## config.mk

```make
export PLATFORM = sky130hd
export DESIGN_NAME = linear_search_set_table_unit
export DESIGN_NICKNAME = d
export VERILOG_FILES = /design/src/rtl/lsst_pkg.sv /design/src/rtl/lsst_ctrl.sv /design/src/rtl/lsst_dpath.sv /design/src/rtl/linear_search_set_table_unit.sv
export VERILOG_INCLUDE_DIRS = /design/src /design/src/rtl
export SDC_FILE = /design/constraint.sdc
export NUM_CORES = 1
export LEC_CHECK = 0
export BUFFER_PORTS_ARGS = -buffer_cell sky130_fd_sc_hd__buf_4
export CORE_ASPECT_RATIO = 1.25
export CORE_MARGIN = 2
export CORE_UTILIZATION = 40
export CTS_CLUSTER_SIZE = 8
export DETAILED_ROUTE_END_ITERATION = 7
export HOLD_SLACK_MARGIN = 0.12
export PLACE_DENSITY = 0.52
export SLEW_MARGIN = 10
export SYNTH_ARGS = -nofsm -noshare
export SYNTH_HDL_FRONTEND = slang
export SYNTH_HIERARCHICAL = 1
export SYNTH_SLANG_ARGS = --single-unit
```

## constraint.sdc

```tcl
create_clock -name clk -period 5.5 [get_ports clk]
set_clock_uncertainty 0.2 [all_clocks]
set_input_delay 0.275 -clock clk [delete_from_list [all_inputs] [get_ports clk]]
set_output_delay 0.275 -clock clk [all_outputs]
set_load 0.02 [all_outputs]
```

## src/rtl/linear_search_set_table_unit_macros.svh

```systemverilog
// Assertion macros shared by the set table RTL.
// No dependencies; included by the files that carry assertions.
`ifndef LINEAR_SEARCH_SET_TABLE_UNIT_MACROS_SVH
`define LINEAR_SEARCH_SET_TABLE_UNIT_MACROS_SVH
`ifndef SYNTHESIS
// Same-cycle implication, disabled while reset is asserted
`define LSST_ASSERT_IMP(lbl, clk, rst_n, ante, cons) \
  lbl: assert property (@(posedge clk) disable iff (!rst_n) (ante) |-> (cons)) \
    else $error("set table: same-cycle check failed");
// Next-cycle implication, disabled while reset is asserted
`define LSST_ASSERT_NXT(lbl, clk, rst_n, ante, cons) \
  lbl: assert property (@(posedge clk) disable iff (!rst_n) (ante) |=> (cons)) \
    else $error("set table: next-cycle check failed");
`else
`define LSST_ASSERT_IMP(lbl, clk, rst_n, ante, cons)
`define LSST_ASSERT_NXT(lbl, clk, rst_n, ante, cons)
`endif
`endif

```

## src/rtl/lsst_pkg.sv

```systemverilog
// Shared codes and controller/datapath interface types for the set table.
// No dependencies.
`timescale 1ns / 1ps
package lsst_pkg;

  // Operation codes (code 3 is a no-op)
  localparam logic [1:0] OP_INSERT = 2'd0;
  localparam logic [1:0] OP_ERASE  = 2'd1;
  localparam logic [1:0] OP_CLEAR  = 2'd2;

  // Result status codes
  localparam logic [1:0] ST_DONE    = 2'd0;
  localparam logic [1:0] ST_DUP     = 2'd1;
  localparam logic [1:0] ST_FULL    = 2'd2;
  localparam logic [1:0] ST_MISSING = 2'd3;

  // Port field widths
  localparam int unsigned IN_VAL_W = 32;
  localparam int unsigned OUT_CNT_W = 5;

  // Commands from controller to datapath
  typedef struct packed {
    logic load;   // capture the input word, restart the scan
    logic srch;   // scan step looking for the value
    logic shift;  // scan step moving later entries down
    logic fin;    // apply the update and load the result word
  } cmd_t;

  // Status from datapath to controller
  typedef struct packed {
    logic [1:0] mode;     // captured operation
    logic       match;    // scan hit this cycle
    logic       scan_end; // no read left to issue or check
    logic       out_free; // result register can take a word
  } sts_t;

endpackage

```

## src/rtl/lsst_ctrl.sv

```systemverilog
// Sequencer for the set table: idle, search, shift and finish phases.
// Depends on lsst_pkg.
`timescale 1ns / 1ps
module lsst_ctrl (
  input  logic             clk,
  input  logic             rst_n,
  input  logic             in_valid,
  input  logic [1:0]       in_mode,
  output logic             in_ready,
  input  lsst_pkg::sts_t   sts,
  output lsst_pkg::cmd_t   cmd
);
  import lsst_pkg::*;

  typedef enum logic [3:0] {
    S_IDLE   = 4'b0001,
    S_SEARCH = 4'b0010,
    S_SHIFT  = 4'b0100,
    S_FIN    = 4'b1000
  } state_t;

  state_t state_r, state_nxt;

  // next state and commands
  always_comb begin
    state_nxt = state_r;
    cmd       = '0;
    in_ready  = 1'b0;
    unique case (state_r)
      S_IDLE: begin
        in_ready = 1'b1;
        cmd.load = in_valid;
        if (in_valid) begin
          if (in_mode == OP_INSERT || in_mode == OP_ERASE) begin
            state_nxt = S_SEARCH;
          end else begin
            state_nxt = S_FIN;
          end
        end
      end
      S_SEARCH: begin
        cmd.srch = 1'b1;
        if (sts.match) begin
          state_nxt = (sts.mode == OP_ERASE) ? S_SHIFT : S_FIN;
        end else if (sts.scan_end) begin
          state_nxt = S_FIN;
        end
      end
      S_SHIFT: begin
        cmd.shift = 1'b1;
        if (sts.scan_end) begin
          state_nxt = S_FIN;
        end
      end
      S_FIN: begin
        cmd.fin = sts.out_free;
        if (sts.out_free) begin
          state_nxt = S_IDLE;
        end
      end
      default: begin
        state_nxt = S_IDLE;
      end
    endcase
  end

  // state register
  always_ff @(posedge clk) begin
    if (!rst_n) begin
      state_r <= S_IDLE;
    end else begin
      state_r <= state_nxt;
    end
  end

endmodule

```

## src/rtl/lsst_dpath.sv

```systemverilog
// Datapath for the set table: entry memory, scan counters, fill count and
// result register. Depends on lsst_pkg and the assertion macro header.
`timescale 1ns / 1ps
`include "linear_search_set_table_unit_macros.svh"
module lsst_dpath #(
  parameter int unsigned CAPACITY    = 16,
  parameter int unsigned VALUE_WIDTH = 32
) (
  input  logic                            clk,
  input  logic                            rst_n,
  input  lsst_pkg::cmd_t                  cmd,
  output lsst_pkg::sts_t                  sts,
  input  logic [1:0]                      in_mode,
  input  logic [lsst_pkg::IN_VAL_W-1:0]   in_value,
  output logic                            out_valid,
  input  logic                            out_ready,
  output logic [1:0]                      out_status,
  output logic [lsst_pkg::OUT_CNT_W-1:0]  out_count,
  output logic                            out_is_empty
);
  import lsst_pkg::*;

  localparam int unsigned SW = (VALUE_WIDTH < IN_VAL_W) ? VALUE_WIDTH : IN_VAL_W;
  localparam int unsigned CW = $clog2(CAPACITY + 1);
  localparam int unsigned AW = (CAPACITY > 1) ? $clog2(CAPACITY) : 1;
  localparam logic [CW-1:0] CAP = CW'(CAPACITY);

  // entry memory, packed at 0..count-1
  logic [SW-1:0] mem [CAPACITY];
  logic [SW-1:0] rd_data_r;
  logic          rd_en, wr_en;
  logic [AW-1:0] wr_addr;
  logic [SW-1:0] wr_data;

  logic [1:0]    mode_r, mode_nxt;
  logic [SW-1:0] val_r, val_nxt;
  logic [CW-1:0] count_r, count_nxt;
  logic [CW-1:0] idx_r, idx_nxt;
  logic [CW-1:0] cmp_idx_r, cmp_idx_nxt;
  logic          rd_vld_r, rd_vld_nxt;
  logic          hit_r, hit_nxt;
  logic          match, scanning, append_ok;

  logic                 out_vld_r, out_vld_nxt;
  logic [1:0]           out_status_r, out_status_nxt;
  logic [OUT_CNT_W-1:0] out_count_r, out_count_nxt;
  logic                 out_empty_r, out_empty_nxt;
  logic [CW+OUT_CNT_W-1:0] count_ext;
  logic [CW-1:0]           fin_count;

  // scan compare and read issue
  assign match     = cmd.srch && rd_vld_r && (rd_data_r == val_r);
  assign scanning  = (cmd.srch && !match) || cmd.shift;
  assign rd_en     = scanning && (idx_r < count_r);
  assign append_ok = (mode_r == OP_INSERT) && !hit_r && (count_r < CAP);

  // single write port: shift moves entry down, finish appends
  always_comb begin
    wr_en   = 1'b0;
    wr_addr = count_r[AW-1:0];
    wr_data = val_r;
    if (cmd.shift && rd_vld_r) begin
      wr_en   = 1'b1;
      wr_addr = AW'(cmp_idx_r - CW'(1));
      wr_data = rd_data_r;
    end else if (cmd.fin && append_ok) begin
      wr_en   = 1'b1;
    end
  end

  always_ff @(posedge clk) begin
    if (wr_en) begin
      mem[wr_addr] <= wr_data;
    end
    if (rd_en) begin
      rd_data_r <= mem[idx_r[AW-1:0]];
    end
  end

  // operation and scan registers
  always_comb begin
    mode_nxt    = mode_r;
    val_nxt     = val_r;
    idx_nxt     = idx_r;
    cmp_idx_nxt = cmp_idx_r;
    rd_vld_nxt  = 1'b0;
    hit_nxt     = hit_r;
    if (cmd.load) begin
      mode_nxt = in_mode;
      val_nxt  = in_value[SW-1:0];
      idx_nxt  = '0;
      hit_nxt  = 1'b0;
    end else if (match) begin
      // shift starts with the entry after the hit
      hit_nxt = 1'b1;
      idx_nxt = cmp_idx_r + CW'(1);
    end else if (rd_en) begin
      idx_nxt     = idx_r + CW'(1);
      cmp_idx_nxt = idx_r;
      rd_vld_nxt  = 1'b1;
    end
  end

  // count after the operation
  always_comb begin
    fin_count = count_r;
    case (mode_r)
      OP_INSERT: if (append_ok) fin_count = count_r + CW'(1);
      OP_ERASE:  if (hit_r)     fin_count = count_r - CW'(1);
      OP_CLEAR:  fin_count = '0;
      default:   fin_count = count_r;
    endcase
  end

  assign count_nxt = cmd.fin ? fin_count : count_r;
  assign count_ext = {{OUT_CNT_W{1'b0}}, fin_count};

  // result word
  always_comb begin
    out_status_nxt = out_status_r;
    out_count_nxt  = out_count_r;
    out_empty_nxt  = out_empty_r;
    out_vld_nxt    = out_ready ? 1'b0 : out_vld_r;
    if (cmd.fin) begin
      out_vld_nxt    = 1'b1;
      out_count_nxt  = count_ext[OUT_CNT_W-1:0];
      out_empty_nxt  = (fin_count == '0);
      out_status_nxt = ST_DONE;
      if (mode_r == OP_INSERT) begin
        if (hit_r) begin
          out_status_nxt = ST_DUP;
        end else if (!append_ok) begin
          out_status_nxt = ST_FULL;
        end
      end else if (mode_r == OP_ERASE && !hit_r) begin
        out_status_nxt = ST_MISSING;
      end
    end
  end

  // control registers
  always_ff @(posedge clk) begin
    if (!rst_n) begin
      count_r   <= '0;
      rd_vld_r  <= 1'b0;
      out_vld_r <= 1'b0;
    end else begin
      count_r   <= count_nxt;
      rd_vld_r  <= rd_vld_nxt;
      out_vld_r <= out_vld_nxt;
    end
  end

  // payload registers
  always_ff @(posedge clk) begin
    mode_r       <= mode_nxt;
    val_r        <= val_nxt;
    idx_r        <= idx_nxt;
    cmp_idx_r    <= cmp_idx_nxt;
    hit_r        <= hit_nxt;
    out_status_r <= out_status_nxt;
    out_count_r  <= out_count_nxt;
    out_empty_r  <= out_empty_nxt;
  end

  assign sts.mode     = mode_r;
  assign sts.match    = match;
  assign sts.scan_end = !rd_vld_r && (idx_r >= count_r);
  assign sts.out_free = !out_vld_r || out_ready;

  assign out_valid    = out_vld_r;
  assign out_status   = out_status_r;
  assign out_count    = out_count_r;
  assign out_is_empty = out_empty_r;

  // checks
  `LSST_ASSERT_IMP(a_cnt_cap, clk, rst_n, 1'b1, count_r <= CAP)
  `LSST_ASSERT_IMP(a_full_cnt, clk, rst_n, cmd.fin && !hit_r && mode_r == OP_INSERT && !append_ok, count_r == CAP)
  `LSST_ASSERT_IMP(a_hit_range, clk, rst_n, match, cmp_idx_r < count_r)
  `LSST_ASSERT_IMP(a_shift_wr, clk, rst_n, cmd.shift && rd_vld_r, hit_r && cmp_idx_r != '0 && cmp_idx_r < count_r)

endmodule

```

## src/rtl/linear_search_set_table_unit.sv

```systemverilog
// Top level of the set table: sequencer plus datapath on stream ports.
// Depends on lsst_pkg, lsst_ctrl and lsst_dpath.
//
//  port group  | dir | tdata                          | tuser
//  in_*        | in  | [31:0] value                   | [1:0] mode
//  out_*       | out | [4:0] count, [5] is_empty      | [1:0] status
//
// Insert/erase scan the n stored entries through one registered memory read
// port. An erase that hits goes on from the hit, moving each later entry down.
// Clear and the unused code go straight to the finish phase; each result shows as
// the block returns to idle. Result goes to an output register, so a new word is taken
// while the last result still waits; a stalled result holds the finish phase only.
// Synchronous reset clears the count; no fill pass.
`timescale 1ns / 1ps
module linear_search_set_table_unit #(
  parameter int unsigned CAPACITY    = 16,
  parameter int unsigned VALUE_WIDTH = 32
) (
  input  logic        clk,
  input  logic        rst_n,
  input  logic        in_tvalid,
  output logic        in_tready,
  input  logic [31:0] in_tdata,   // [31:0] value
  input  logic [1:0]  in_tuser,   // [1:0] mode
  output logic        out_tvalid,
  input  logic        out_tready,
  output logic [7:0]  out_tdata,  // [4:0] count, [5] is_empty, [7:6] zero
  output logic [1:0]  out_tuser   // [1:0] status
);
  import lsst_pkg::*;

  cmd_t                 cmd;
  sts_t                 sts;
  logic [OUT_CNT_W-1:0] res_count;
  logic                 res_empty;

  lsst_ctrl u_ctrl (
    .clk      (clk),
    .rst_n    (rst_n),
    .in_valid (in_tvalid),
    .in_mode  (in_tuser),
    .in_ready (in_tready),
    .sts      (sts),
    .cmd      (cmd)
  );

  lsst_dpath #(
    .CAPACITY    (CAPACITY),
    .VALUE_WIDTH (VALUE_WIDTH)
  ) u_dpath (
    .clk          (clk),
    .rst_n        (rst_n),
    .cmd          (cmd),
    .sts          (sts),
    .in_mode      (in_tuser),
    .in_value     (in_tdata),
    .out_valid    (out_tvalid),
    .out_ready    (out_tready),
    .out_status   (out_tuser),
    .out_count    (res_count),
    .out_is_empty (res_empty)
  );

  // pack the result word
  assign out_tdata = {2'b00, res_empty, res_count};

endmodule

```

==> results.ini <==
[timing]
fin_crit_sh_pct=79.03
setup_viol=0
hold_viol_final=0
worst_slew_margin_rel_pct=20.37
fmax_mhz=230.1
setup_tns_ns=0
worst_slew_pin_slew_ns=1.192
final-max-slew-violation-count=0
min_period_ns=4.347
rsz0062_at_grt=false

[clock_network]
cts_root_buf=clkbuf_16
cts_tree=yes
cts.sink_count=608
clock_latency_ns=0.63
post-cts-setup-buffer-count=0
cts_hold_buf=38
ctsHtreeMaxLevel=3
cts.reportedPaths.clkPinSlew_ns=0.06
clock_path_buffers=3
numCtsBuffers=85
cts_resized=0

[finish]
drive_gt1_share_pct=30.66
fillers=4841
finalNetCount=1289
fin_util_pct=47.19
area_delta_synth_final_pct=16.92

[synthesis]
ys_warn_count=6
synth-xor-area-share_pct=1.461
synth_top_family_by_area=multiplexers
synth_simple_gate_area_share_pct=2.770
ys_ff_latch=608
synth.most_common_cell=edfxtp_1
synth-seq-area-share_pct=75.41
synth_top_area_cell=edfxtp_1
syn_inst=1107
synth_edf_count=591
ys.flop_type=edfxtp_1
synth-compound-area-share_pct=1.852
synth_area_leaders=edfxtp_1, mux4_2, dfxtp_1
yosysUniqueCellTypes=68
synth-adder-area-share_pct=0.4695
avgSynthCellArea_um2=21.67
synth_common_cells=edfxtp_1, mux4_2, nor2_1
netlist_area_um2=23980
synth_top_area_share_pct=73.99
ys_async_sr_fraction_pct=0
muxShareOfSynthArea_pct=16.52

[route]
drt_iter0_markers=1170
firstDrtPassIters=4
ant_nets=0
wirelength_mm=58.19
post_drt_via_cell_ratio=5.643
vias=11501
drc=0
wl_per_cell_um=28.55

[critical_path]
worstPathRequired_ns=5.52
crit_buf_inv=0
start_kind=register
crit_path_end_kind=register
critPathKind=register to register
crit_family=simple AND/OR/NAND/NOR gates
crit_chain=nor2b_1 > nor3b_1 > nand2_2 > a21oi_1 > nand2b_1 > nor2_4
slowest_delay_ns=1.00
crit_slowest_cell=nor2_4
worstPathArrival_ns=4.37
cp_max_fo=32

[placement]
dp_hpwl_mm=36.20
place_congestion=0.7416
port_buffers=47

[global_routing]
grt_usage_pct=19.32
grt_pass1_wl_mm=84.63
grt_max_degree=104
grt_pass1_vias=11643
antenna_found_initial=7
grt_overflow=0

[pwr]
total_power_uw=10070
vdd_ir_drop_max_v=0.0002247
p_leak_uw=0.008666
powerDensity_nw_per_um2=359.1

[worst_hold_path]
hold_class=primary input to register

[die]
die_x_um=223.0
die_area_um2=61950
core_um2=59430
io_pins=50
dieHeight_um=277.8
initial_utilization_pct=40.36
row_count=100

[status]
status=completed

[run]
max_cap_viol_count=0

[path summary, 6_finish.rpt]
path	startpoint	to	slack, ns	cells after the start
worst max-delay path	u_ctrl/state_r[2]	u_dpath/mem[1][24]	1.15	6
worst min-delay path	in_tdata[23]	u_dpath/val_r[23]	0.17	2
worst max register to register	u_ctrl/state_r[2]	u_dpath/mem[1][24]	1.15	6
worst min register to register	u_dpath/idx_r[4]	u_dpath/cmp_idx_r[4]	0.32	0
[per-layer routing]
| layer | part of all wire, % | GRT usage [%] |
|---|---|---|
| met5 | 0 | 0 |
| met4 | 2.0 | 6.023 |
| met3 | 5.1 | 3.029 |
| met2 | 49 | 31.00 |
| met1 | 44 | 27.34 |
[sequential cells by signal, indices dropped and copies added, names as in the netlist]
register and cells:
u_ctrl/state_r 4, u_dpath/cmp_idx_r 5, u_dpath/count_r 5, u_dpath/hit_r 1, u_dpath/idx_r 5, u_dpath/mem 512, u_dpath/mode_r 2, u_dpath/out_count 5
u_dpath/out_is_empty 1, u_dpath/out_status 2, u_dpath/out_valid 1, u_dpath/rd_data_r 32, u_dpath/rd_vld_r 1, u_dpath/val_r 32
[power by group]
| group | internal, uW | switching [uW] |
|---|---|---|
| registers | 5140 | 31.3 |
| logic | 75.3 | 163 |
| clock network | 2820 | 1840 |
| total | 8030 | 2040 |
[placed cells by master, fill, tap and decap left out, types with 4 or more instances in the layout]
master / count
edfxtp_1: 591
clkbuf_16: 86
nor2_1: 17
nor3_1: 8
mux2_2: 30
nand3_1: 7
nand2_1: 23
a211oi_2: 4
dlygate4sd3_1: 38
mux4_2: 160
a21oi_1: 11
o21ai_0: 12
clkinv_8: 5
nand2b_1: 7
ha_1: 9
clkbuf_1: 25
xnor2_1: 10
nor2_4: 16
buf_4: 67
inv_1: 17
nor4_1: 7
nand3b_1: 4
dfxtp_1: 13
xor2_1: 30
[logic make-up after synthesis]
logic type / Yosys count
flip-flops: 608
other: 1
AO/OA/AOI/OAI: 62
buffers and inverters: 77
XOR/XNOR: 40
AND/OR/NAND/NOR: 118
multiplexers: 192
adder cells (fa/ha/maj): 9
[layout make-up]
| cell class | count | area, um^2 | share of cell area [%] |
|---|---|---|---|
| Multi-Input combinational cell | 423 | 5665 | 20.20 |
| Inverter | 18 | 67.56 | 0.2409 |
| Antenna cell | 1 | 2.502 | 0.008923 |
| Sequential cell | 608 | 18100 | 64.54 |
| Tap cell | 765 | 957.2 | 3.413 |
| Clock inverter | 6 | 101.3 | 0.3614 |
| Timing Repair Buffer | 106 | 903.4 | 3.221 |
| Clock buffer | 111 | 2246 | 8.009 |
[worst reg2reg max path: stages (launching register included)]
cell,delay [ns]
dfxtp_1,0.62
nor2b_1,0.22
nor3b_1,0.46
nand2_2,0.60
a21oi_1,0.51
nand2b_1,0.32
nor2_4,1.00
[stage by stage]
stage	setup WS [ns]	area, um^2	hold WS (ns)	cells
after CTS	1.074	28040	0.1324	2037
after detailed placement	1.105	25310	0.2545	1882
after floorplan	1.615	23990	0.1550	1108
final	1.153	28040	0.1698	2038
after global placement	1.222	25310	0.2532	1882
after global routing	0.7707	28040	0.1546	2037
No activity file was read; power rests on OpenSTA's default activity.
